<file path="config.mk">
export PLATFORM = sky130hd
export DESIGN_NAME = semver_string_validator
export DESIGN_NICKNAME = d
export VERILOG_FILES = /design/src/design/svv_pkg.sv /design/src/design/svv_in_reg.sv /design/src/design/svv_scan.sv /design/src/design/semver_string_validator.sv
export SDC_FILE = /design/constraint.sdc
export NUM_CORES = 1
export LEC_CHECK = 0
export ABC_AREA = 1
export BUFFER_PORTS_ARGS = -buffer_cell sky130_fd_sc_hd__buf_2
export CAP_MARGIN = 20
export CORE_MARGIN = 8
export CORE_UTILIZATION = 50
export DETAILED_ROUTE_END_ITERATION = 16
export GPL_TIMING_DRIVEN = 0
export PLACE_DENSITY = 0.68
export SLEW_MARGIN = 20
export SYNTH_ARGS = -nofsm -noshare
export SYNTH_HDL_FRONTEND = slang
export SYNTH_SLANG_ARGS = --single-unit
</file>
<file path="constraint.sdc">
create_clock -name clk -period 14.7 [get_ports clk]
set_clock_uncertainty 0.2 [all_clocks]
set_input_delay 0.735 -clock clk [delete_from_list [all_inputs] [get_ports clk]]
set_output_delay 0.735 -clock clk [all_outputs]
set_load 0.005 [all_outputs]
</file>
<file path="src/design/svv_pkg.sv">
// ----------------------------------------------------------------------------
// svv_pkg: shared types and constants for the version string validator
// Character codes, verdict codes, section encoding and the item/verdict
// structs passed between the input stage, the scanner and the top level.
// ----------------------------------------------------------------------------
package svv_pkg;

  typedef enum logic [1:0] {
    SEC_CORE  = 2'd0,
    SEC_PRE   = 2'd1,
    SEC_BUILD = 2'd2
  } section_t;

  // verdict codes
  localparam logic [3:0] ERR_OK            = 4'd0;
  localparam logic [3:0] ERR_EMPTY         = 4'd1;
  localparam logic [3:0] ERR_ORDER         = 4'd2;
  localparam logic [3:0] ERR_BUILD_EMPTY   = 4'd3;
  localparam logic [3:0] ERR_BUILD_LONG    = 4'd4;
  localparam logic [3:0] ERR_BUILD_BAD     = 4'd5;
  localparam logic [3:0] ERR_PRE_EMPTY     = 4'd6;
  localparam logic [3:0] ERR_PRE_LONG      = 4'd7;
  localparam logic [3:0] ERR_PRE_BAD       = 4'd8;
  localparam logic [3:0] ERR_CORE_LONG     = 4'd9;
  localparam logic [3:0] ERR_CORE_DOTS     = 4'd10;
  localparam logic [3:0] ERR_CORE_MISSING  = 4'd11;
  localparam logic [3:0] ERR_CORE_NONDIGIT = 4'd12;
  localparam logic [3:0] ERR_CORE_LEADZERO = 4'd13;
  localparam logic [3:0] ERR_CORE_RANGE    = 4'd14;

  // character codes
  localparam logic [7:0] CH_DOT     = 8'h2E;
  localparam logic [7:0] CH_DASH    = 8'h2D;
  localparam logic [7:0] CH_PLUS    = 8'h2B;
  localparam logic [7:0] CH_ZERO    = 8'h30;
  localparam logic [7:0] CH_NINE    = 8'h39;
  localparam logic [7:0] CH_UPPER_A = 8'h41;
  localparam logic [7:0] CH_UPPER_Z = 8'h5A;
  localparam logic [7:0] CH_LOWER_A = 8'h61;
  localparam logic [7:0] CH_LOWER_Z = 8'h7A;
  localparam logic [7:0] CH_LOWER_V = 8'h76;
  localparam logic [7:0] CH_UPPER_V = 8'h56;

  localparam logic [20:0] VALUE_LIMIT = 21'd1000000;

  typedef struct packed {
    logic       is_last;
    logic [7:0] char_byte;
  } item_t;

  typedef struct packed {
    logic        has_meta;
    logic        has_pre;
    logic [19:0] patch_value;
    logic [19:0] minor_value;
    logic [19:0] major_value;
    logic [3:0]  error_code;
    logic        ok;
  } result_t;

endpackage

</file>
<file path="src/design/svv_in_reg.sv">
// ----------------------------------------------------------------------------
// svv_in_reg: input register
// Holds one accepted byte until the scanner consumes it; refills in the
// same cycle the held item moves on.
// ----------------------------------------------------------------------------
module svv_in_reg (
  input  logic           clk,
  input  logic           rst,
  input  logic           s_tvalid,
  output logic           s_tready,
  input  logic [7:0]     s_tdata,   // [7:0] char_byte
  input  logic           s_tlast,   // is_last
  input  logic           advance,
  output logic           p_valid,
  output svv_pkg::item_t p_item
);
  import svv_pkg::*;

  assign s_tready = !p_valid || advance;

  always_ff @(posedge clk) begin
    if (rst) begin
      p_valid <= 1'b0;
    end else if (s_tready) begin
      p_valid <= s_tvalid;
    end
  end

  always_ff @(posedge clk) begin
    if (s_tvalid && s_tready) begin
      p_item.char_byte <= s_tdata;
      p_item.is_last   <= s_tlast;
    end
  end

endmodule

</file>
<file path="src/design/svv_scan.sv">
// ----------------------------------------------------------------------------
// svv_scan: running parse state and verdict logic
// Updates the section, part and segment trackers for one byte per cycle while
// step_en is high, and forms the verdict for a byte that ends the string.
// ----------------------------------------------------------------------------
module svv_scan #(
  parameter int MAX_SECTION_LEN = 256,
  parameter int MAX_SEGMENT_LEN = 64
) (
  input  logic             clk,
  input  logic             rst,
  input  logic             step_en,
  input  svv_pkg::item_t   item,
  output svv_pkg::result_t res
);
  import svv_pkg::*;

  localparam int SECL_W = $clog2(MAX_SECTION_LEN + 1);
  localparam int SEGL_W = $clog2(MAX_SEGMENT_LEN + 1);
  localparam logic [SECL_W-1:0] SEC_MAX = SECL_W'(MAX_SECTION_LEN);
  localparam logic [SEGL_W-1:0] SEG_MAX = SEGL_W'(MAX_SEGMENT_LEN);

  typedef struct packed {
    section_t          section;
    logic              first;
    logic              dash;
    logic [SECL_W-1:0] sec_len;
    logic [1:0]        dots;
    logic [1:0]        pidx;
    logic [20:0]       acc;
    logic              pf_ne;
    logic              pf_nd;
    logic              pf_lz;
    logic              pf_ov;
    logic [SEGL_W-1:0] seg_len;
    logic              sf_nd;
    logic              sf_fz;
    logic [19:0]       pv0;
    logic [19:0]       pv1;
    logic [19:0]       pv2;
    logic [3:0]        e_core;
    logic [3:0]        e_pre;
    logic [3:0]        e_build;
    logic              order_err;
  } st_t;

  st_t st, st_next;

  function automatic st_t st_reset();
    st_t s;
    s         = '0;
    s.section = SEC_CORE;
    s.first   = 1'b1;
    return s;
  endfunction

  function automatic logic is_digit(logic [7:0] c);
    return c >= CH_ZERO && c <= CH_NINE;
  endfunction

  function automatic logic is_ident(logic [7:0] c);
    return is_digit(c) || (c >= CH_UPPER_A && c <= CH_UPPER_Z) ||
           (c >= CH_LOWER_A && c <= CH_LOWER_Z) || c == CH_DASH;
  endfunction

  function automatic st_t set_err(st_t s, logic is_pre, logic [3:0] e);
    if (is_pre) s.e_pre = e;
    else s.e_build = e;
    return s;
  endfunction

  function automatic st_t count_byte(st_t s);
    if (s.sec_len < SEC_MAX) s.sec_len = s.sec_len + SECL_W'(1);
    return s;
  endfunction

  function automatic st_t open_section(st_t s, section_t sec);
    s.section = sec;
    s.sec_len = '0;
    s.seg_len = '0;
    s.sf_nd   = 1'b0;
    s.sf_fz   = 1'b0;
    return s;
  endfunction

  function automatic st_t close_part(st_t s);
    logic [3:0] e;
    e = ERR_OK;
    if (s.pf_ne) begin
      if (s.pf_nd) e = ERR_CORE_NONDIGIT;
      else if (s.pf_lz) e = ERR_CORE_LEADZERO;
      else if (s.pf_ov) e = ERR_CORE_RANGE;
      if (e != ERR_OK && s.e_core == ERR_OK) s.e_core = e;
      if (e == ERR_OK) begin
        // acc is at most the limit here, so it fits in 20 bits
        unique case (s.pidx)
          2'd0:    s.pv0 = s.acc[19:0];
          2'd1:    s.pv1 = s.acc[19:0];
          2'd2:    s.pv2 = s.acc[19:0];
          default: ;
        endcase
      end
      if (s.pidx != 2'd3) s.pidx = s.pidx + 2'd1;
    end
    s.acc   = '0;
    s.pf_ne = 1'b0;
    s.pf_nd = 1'b0;
    s.pf_lz = 1'b0;
    s.pf_ov = 1'b0;
    return s;
  endfunction

  function automatic st_t core_byte(st_t s, logic [7:0] c);
    logic [23:0] tmp;
    tmp = '0;
    if (c == CH_DOT) begin
      s = close_part(s);
      if (s.dots != 2'd3) s.dots = s.dots + 2'd1;
    end else begin
      if (!s.pf_ne) s.pf_ne = 1'b1;
      else if (!s.pf_nd && s.acc == '0) s.pf_lz = 1'b1;
      if (is_digit(c)) begin
        if (s.acc <= VALUE_LIMIT) begin
          tmp = ({3'b000, s.acc} << 3) + ({3'b000, s.acc} << 1) + 24'(c - CH_ZERO);
          if (tmp > 24'(VALUE_LIMIT)) begin
            s.acc   = VALUE_LIMIT + 21'd1;
            s.pf_ov = 1'b1;
          end else begin
            s.acc = tmp[20:0];
          end
        end
      end else begin
        s.pf_nd = 1'b1;
      end
    end
    return s;
  endfunction

  function automatic st_t close_core(st_t s);
    s = close_part(s);
    if (s.sec_len >= SEC_MAX) s.e_core = ERR_CORE_LONG;
    else if (s.dots != 2'd2) s.e_core = ERR_CORE_DOTS;
    else if (s.e_core != ERR_OK) s.e_core = s.e_core;
    else if (s.pidx != 2'd3) s.e_core = ERR_CORE_MISSING;
    else s.e_core = ERR_OK;
    return s;
  endfunction

  function automatic st_t close_segment(st_t s, logic is_pre, logic [3:0] bad);
    logic fail;
    fail = s.seg_len == '0 || s.seg_len >= SEG_MAX;
    // numeric prerelease identifier with a leading zero
    if (is_pre && !s.sf_nd && s.sf_fz && s.seg_len > SEGL_W'(1)) fail = 1'b1;
    if (fail) s = set_err(s, is_pre, bad);
    s.seg_len = '0;
    s.sf_nd   = 1'b0;
    s.sf_fz   = 1'b0;
    return s;
  endfunction

  function automatic st_t ident_byte(st_t s, logic is_pre, logic [7:0] c);
    logic [3:0] bad;
    bad = is_pre ? ERR_PRE_BAD : ERR_BUILD_BAD;
    if (c == CH_DOT) begin
      s = close_segment(s, is_pre, bad);
    end else begin
      if (!is_ident(c)) s = set_err(s, is_pre, bad);
      if (s.seg_len == '0 && c == CH_ZERO) s.sf_fz = 1'b1;
      if (!is_digit(c)) s.sf_nd = 1'b1;
      if (s.seg_len < SEG_MAX) s.seg_len = s.seg_len + SEGL_W'(1);
    end
    return s;
  endfunction

  function automatic st_t close_ident(st_t s, logic is_pre);
    logic [3:0] e_empty, e_long, e_bad;
    e_empty = is_pre ? ERR_PRE_EMPTY : ERR_BUILD_EMPTY;
    e_long  = is_pre ? ERR_PRE_LONG  : ERR_BUILD_LONG;
    e_bad   = is_pre ? ERR_PRE_BAD   : ERR_BUILD_BAD;
    s = close_segment(s, is_pre, e_bad);
    if (s.sec_len == '0) s = set_err(s, is_pre, e_empty);
    else if (s.sec_len >= SEC_MAX) s = set_err(s, is_pre, e_long);
    return s;
  endfunction

  always_comb begin
    logic [7:0] c;
    logic [3:0] err;
    st_t        n;
    c   = item.char_byte;
    err = ERR_OK;
    n   = st;
    res = '0;
    if (st.first && (c == CH_LOWER_V || c == CH_UPPER_V)) begin
      // prefix byte: a string made of the prefix alone is empty
      n.first = 1'b0;
      if (item.is_last) begin
        res.error_code = ERR_EMPTY;
        n = st_reset();
      end
    end else begin
      n.first = 1'b0;
      unique case (n.section)
        SEC_CORE: begin
          if (c == CH_DASH) begin
            n      = close_core(n);
            n.dash = 1'b1;
            n      = open_section(n, SEC_PRE);
          end else if (c == CH_PLUS) begin
            n = close_core(n);
            n = open_section(n, SEC_BUILD);
          end else begin
            n = count_byte(core_byte(n, c));
          end
        end
        SEC_PRE: begin
          if (c == CH_PLUS) begin
            n = close_ident(n, 1'b1);
            n = open_section(n, SEC_BUILD);
          end else begin
            n = count_byte(ident_byte(n, 1'b1, c));
          end
        end
        default: begin
          if (c == CH_DASH && !n.dash) n.order_err = 1'b1;
          n = count_byte(ident_byte(n, 1'b0, c));
        end
      endcase

      if (item.is_last) begin
        unique case (n.section)
          SEC_CORE: n = close_core(n);
          SEC_PRE:  n = close_ident(n, 1'b1);
          default:  n = close_ident(n, 1'b0);
        endcase
        if (n.order_err) err = ERR_ORDER;
        else if (n.e_build != ERR_OK) err = n.e_build;
        else if (n.e_pre != ERR_OK) err = n.e_pre;
        else err = n.e_core;
        res.ok         = err == ERR_OK;
        res.error_code = err;
        if (err == ERR_OK) begin
          res.major_value = n.pv0;
          res.minor_value = n.pv1;
          res.patch_value = n.pv2;
          res.has_pre     = n.dash;
          res.has_meta    = n.section == SEC_BUILD;
        end
        n = st_reset();
      end
    end
    st_next = n;
  end

  always_ff @(posedge clk) begin
    if (rst) begin
      st <= st_reset();
    end else if (step_en) begin
      st <= st_next;
    end
  end

endmodule

</file>
<file path="src/design/semver_string_validator.sv">
// ----------------------------------------------------------------------------
// semver_string_validator: streaming semantic version string checker
// Consumes a version string one byte per item and returns one verdict item
// for the byte marked tlast.
// ----------------------------------------------------------------------------
// The block takes one byte per clock cycle, with no gaps between strings,
// except when stalled as described below: each byte is held in an input
// register and the next parse state is formed from it combinationally (one
// times-ten accumulate and a few compares). The verdict for a string is
// registered on the output when its final byte is consumed and waits there
// until taken; the input keeps flowing while it waits, and stalls only when
// a second final byte reaches the scanner before the first verdict has left.
// No clearing pass follows reset.
module semver_string_validator #(
  parameter int MAX_SECTION_LEN = 256,
  parameter int MAX_SEGMENT_LEN = 64
) (
  input  logic        clk,
  input  logic        rst,
  input  logic        s_tvalid,
  output logic        s_tready,
  input  logic [7:0]  s_tdata,   // [7:0] char_byte
  input  logic        s_tlast,   // is_last
  output logic        m_tvalid,
  input  logic        m_tready,
  output logic [71:0] m_tdata    // ok, error_code[3:0], major_value[19:0],
                                 // minor_value[19:0], patch_value[19:0],
                                 // has_pre, has_meta, zero fill
);
  import svv_pkg::*;

  logic    p_valid;
  item_t   p_item;
  logic    advance;
  result_t scan_res;
  result_t o_res;
  logic    o_valid;

  // a byte that does not end the string never needs the output slot
  assign advance = p_valid && (!p_item.is_last || !o_valid || m_tready);

  svv_in_reg u_in_reg (
    .clk      (clk),
    .rst      (rst),
    .s_tvalid (s_tvalid),
    .s_tready (s_tready),
    .s_tdata  (s_tdata),
    .s_tlast  (s_tlast),
    .advance  (advance),
    .p_valid  (p_valid),
    .p_item   (p_item)
  );

  svv_scan #(
    .MAX_SECTION_LEN (MAX_SECTION_LEN),
    .MAX_SEGMENT_LEN (MAX_SEGMENT_LEN)
  ) u_scan (
    .clk     (clk),
    .rst     (rst),
    .step_en (advance),
    .item    (p_item),
    .res     (scan_res)
  );

  always_ff @(posedge clk) begin
    if (rst) begin
      o_valid <= 1'b0;
    end else if (advance && p_item.is_last) begin
      o_valid <= 1'b1;
    end else if (m_tready) begin
      o_valid <= 1'b0;
    end
  end

  always_ff @(posedge clk) begin
    if (advance && p_item.is_last) o_res <= scan_res;
  end

  assign m_tvalid = o_valid;
  assign m_tdata  = {5'b00000, o_res};

  a_last_gives_verdict : assert property (@(posedge clk) disable iff (rst)
    advance && p_item.is_last |=> m_tvalid)
    else $error("final byte consumed without a verdict");

  a_ok_matches_code : assert property (@(posedge clk) disable iff (rst)
    m_tvalid |-> (o_res.ok == (o_res.error_code == ERR_OK)))
    else $error("ok flag disagrees with error code");

  a_fail_clears_fields : assert property (@(posedge clk) disable iff (rst)
    m_tvalid && !o_res.ok |-> (o_res.major_value == '0 && o_res.minor_value == '0 &&
                               o_res.patch_value == '0 && !o_res.has_pre &&
                               !o_res.has_meta))
    else $error("failed verdict carries values");

  a_stall_cause : assert property (@(posedge clk) disable iff (rst)
    !s_tready |-> (p_valid && p_item.is_last && o_valid && !m_tready))
    else $error("input stalled without a pending verdict");

endmodule

</file>
==> flow_summary.ini <==
[status]
outcome = complete, no violations

[synth]
synth-seq-area-share = 0.357
total_number_of_yosys_warnings = 0
yosys.cell_types.count = 55
synth.avg_cell_area_um2 = 7.40
number_of_storage_elements_in_the_synthesis_netlist = 202
synth_cells = 1819
post_synth_instance_area_um2 = 13500

[detailed_routing]
drt-vias-per-instance = 5.54
drt_pre_antenna_iters = 6
routed.top_layer = met4
overall_routed_net_length_mm = 40.5
antenna_left = 0
routedLengthMet1_mm = 17.3
post-route-drc-count = 0
initialDrtViolationCount = 1174
met3_length_mm = 2.90
dr_total_vias = 12673
wl_per_cell_um = 17.7
wl_met2_mm = 18.7

[clock_tree]
post-cts-setup-buffer-count = 0
tritoncts = built
clock_tree.buffer_depth = 3
tritoncts.num_buffers = 24
clockRootBuffer = sky130_fd_sc_hd__clkbuf_16
cts.htree.levels = 1
ctsHoldBuffers = 0
worstSkewPairLatency_ns = 0.53
cts_resized = 0
clk_pin_slew_worst_paths_ns = 0.06
cts_num_sinks = 202

[cells_and_area]
final_cell_area_um2 = 15100
post-route-util = 0.568
final.fill_count = 2441
multi_input_area_um2 = 7470
num-nets-final = 1997
share_of_post_route_cells_with_drive_strength_above_1 = 0.128
seq_area_um2 = 4800
final_common_cell = sky130_fd_sc_hd__nand2_1
final_cell_mix = sky130_fd_sc_hd__nand2_1 (519), sky130_fd_sc_hd__inv_1 (193), sky130_fd_sc_hd__a21oi_1 (167), sky130_fd_sc_hd__dfxtp_1 (126), sky130_fd_sc_hd__nor2_1 (112)
area.growth.synth_to_final_pct = 12.4
finalNonFillerCells = 2289
antenna_cells = 0

[critical_path]
timing.critical_path.fanout_max = 14
required_ns = 14.76
worstSetupPathType = flip-flop to flip-flop
crit_start = u_in_reg.p_item[4]$_DFFE_PP_
ff2ff_path_depth = 34
worst_path_max_delay_cell = sky130_fd_sc_hd__inv_1
slowest_delay_ns = 0.68
r2r_end = m_tdata[66]$_SDFFCE_PP0P_
worstSetupStartpointType = flip-flop
type_of_destination_of_the_critical_path = flip-flop
critical_path.reg2reg.startpoint = u_in_reg.p_item[4]$_DFFE_PP_
regToRegSetupSlack_ns = 8.12
cell_with_the_most_instances_on_the_worst_path = sky130_fd_sc_hd__nand2_1
critical_path_arrival_ns = 6.63

[die]
die_width_um = 180
area_of_the_core_um2 = 26700
floorplan.initialDensity = 0.505
die_h_um = 180
floorplan.die_area_um2 = 32400
std_cell_rows = 60
count_of_pins_on_the_block_boundary = 87

[min_path]
min_delay_worst_endpoint = u_in_reg.p_item[8]$_DFFE_PP_
hold_path_depth = 1
holdCritPathClass = input port to flip-flop
worst_hold_startpoint = s_tlast

[placed_design]
hpwlAfterDp_mm = 31.5
dpl-instance-area_um2 = 14300
post-place-cells = 2245
port-buffer-count = 80
gp_routability_congestion = 0.964

[grt]
first_global_vias = 11746
grt.overflow.total = 0
grt_first_pass_wirelength_mm = 63.1
grt_antenna_before_repair = 0
track_usage = 0.238
grt_start_max_net_pins = 65

[timing]
timing.final.setup_violations = 0
final-hold-violation-count = 0
relSlewSlack = 0.329
fin_crit_sh = 0.447
maximum_operating_frequency_mhz = 152
tightestPinTransition_ns = 0.996
grt_setup_unrepaired = false
final_period_minus_worst_setup_slack_ns = 6.58
tns_ns = 0
slew_viol_final = 0

[pwr]
cellLeakagePower_uw = 0.00615
max-vdd-ir-drop_v = 0.000150
power.density_cell_area_nw_per_um2 = 85.7
power.total_uw = 1300

[job]
max_cap_violations = 0
==> sequential cells by signal, summed over array words and instances (netlist names) <==
signal	cells
m_tdata	67
m_tvalid	1
u_in_reg.p_item	9
u_in_reg.p_valid	1
u_scan.st	124
==> cells by family (layout without fill, tap and decap cells) <==
family | Yosys count | count (layout) | share of synthesized area
other | 1 | 5 | 0.000279
buffers and inverters | 292 | 417 | 0.0891
AND/OR/NAND/NOR | 868 | 868 | 0.301
AO/OA/AOI/OAI | 308 | 308 | 0.123
flip-flops | 202 | 202 | 0.357
XOR/XNOR | 21 | 21 | 0.0137
adder cells (fa/ha/maj) | 54 | 54 | 0.0614
multiplexers | 73 | 73 | 0.0543
==> worst max-delay path by stage <==
stage,depth (start not counted),end
6_report,34,m_tdata[66]$_SDFFCE_PP0P_
5_1_grt,34,m_tdata[66]$_SDFFCE_PP0P_
4_1_cts,34,m_tdata[66]$_SDFFCE_PP0P_
3_5_place_dp,34,m_tdata[66]$_SDFFCE_PP0P_
3_3_place_gp,34,m_tdata[66]$_SDFFCE_PP0P_
2_1_floorplan,33,m_tdata[64]$_SDFFCE_PP0P_
==> final cells by class <==
| cell class | count | area share |
|---|---|---|
| plain buffers | 81 | 0.0269 |
| clock buffers | 27 | 0.0404 |
| clock inverters | 17 | 0.0124 |
| inverters | 211 | 0.0525 |
| multi-input cells | 1329 | 0.494 |
| flip-flops and latches | 202 | 0.318 |
| well taps | 341 | 0.0282 |
| repair buffers | 81 | 0.0283 |
==> worst max-delay path, delay by kind of cell (launching register included) <==
| family | cells | cell delay (ns) |
|---|---|---|
| simple gates | 29 | 3.35 |
| flops | 1 | 0.50 |
| buf+inv | 2 | 0.97 |
| fa+ha+maj | 3 | 1.27 |
==> synth_stat cells (all sizes together) <==
master | instances | area [um2]
nand2 | 530 | 2040
inv | 209 | 785
a21oi | 169 | 853
dfxtp | 126 | 2520
nor2 | 120 | 504
o21ai | 97 | 493
nor3 | 93 | 787
nand3 | 87 | 478
edfxtp | 76 | 2280
mux2i | 73 | 731
clkbuf | 48 | 180
ha | 34 | 425
buf | 33 | 226
nand4 | 23 | 144
fa | 20 | 400
xor2 | 13 | 114
o22ai | 10 | 62.6
xnor2 | 8 | 70.1
nor4 | 6 | 37.5
a31oi | 5 | 31.3
o211ai | 5 | 42.5
and2 | 4 | 25.0
a211oi | 3 | 22.5
a2bb2oi | 3 | 26.3
nand3b | 3 | 22.5
o2111ai | 3 | 26.3
o21bai | 3 | 22.5
o221ai | 3 | 26.3
a22oi | 2 | 15.0
clkinv | 2 | 7.51
o31ai | 2 | 15.0
a21boi | 1 | 7.51
a21o | 1 | 7.51
and3 | 1 | 6.26
conb | 1 | 3.75
nor3b | 1 | 7.51
o21a | 1 | 7.51
==> routing by layer <==
metal / up-vias / global-route usage
met5: - / 0
met4: 0 / 0.100
met3: 101 / 0.0329
met2: 506 / 0.395
met1: 5835 / 0.309
li1: 6231 / -
==> where the power goes <==
group / internal (uW) / switching (uW)
logic: 26.7 / 73.3
registers: 585 / 4.46
clock network: 356 / 250
total: 968 / 328
==> metrics by stage <==
stage | hold slack, ns | worst slack [ns]
2_1_floorplan | 0.228 | 9.57
3_3_place_gp | 0.245 | 8.24
3_5_place_dp | 0.255 | 8.17
4_1_cts | 0.178 | 8.15
5_1_grt | 0.175 | 7.55
6_report | 0.186 | 8.12
No activity file was read; power rests on OpenSTA's default activity.
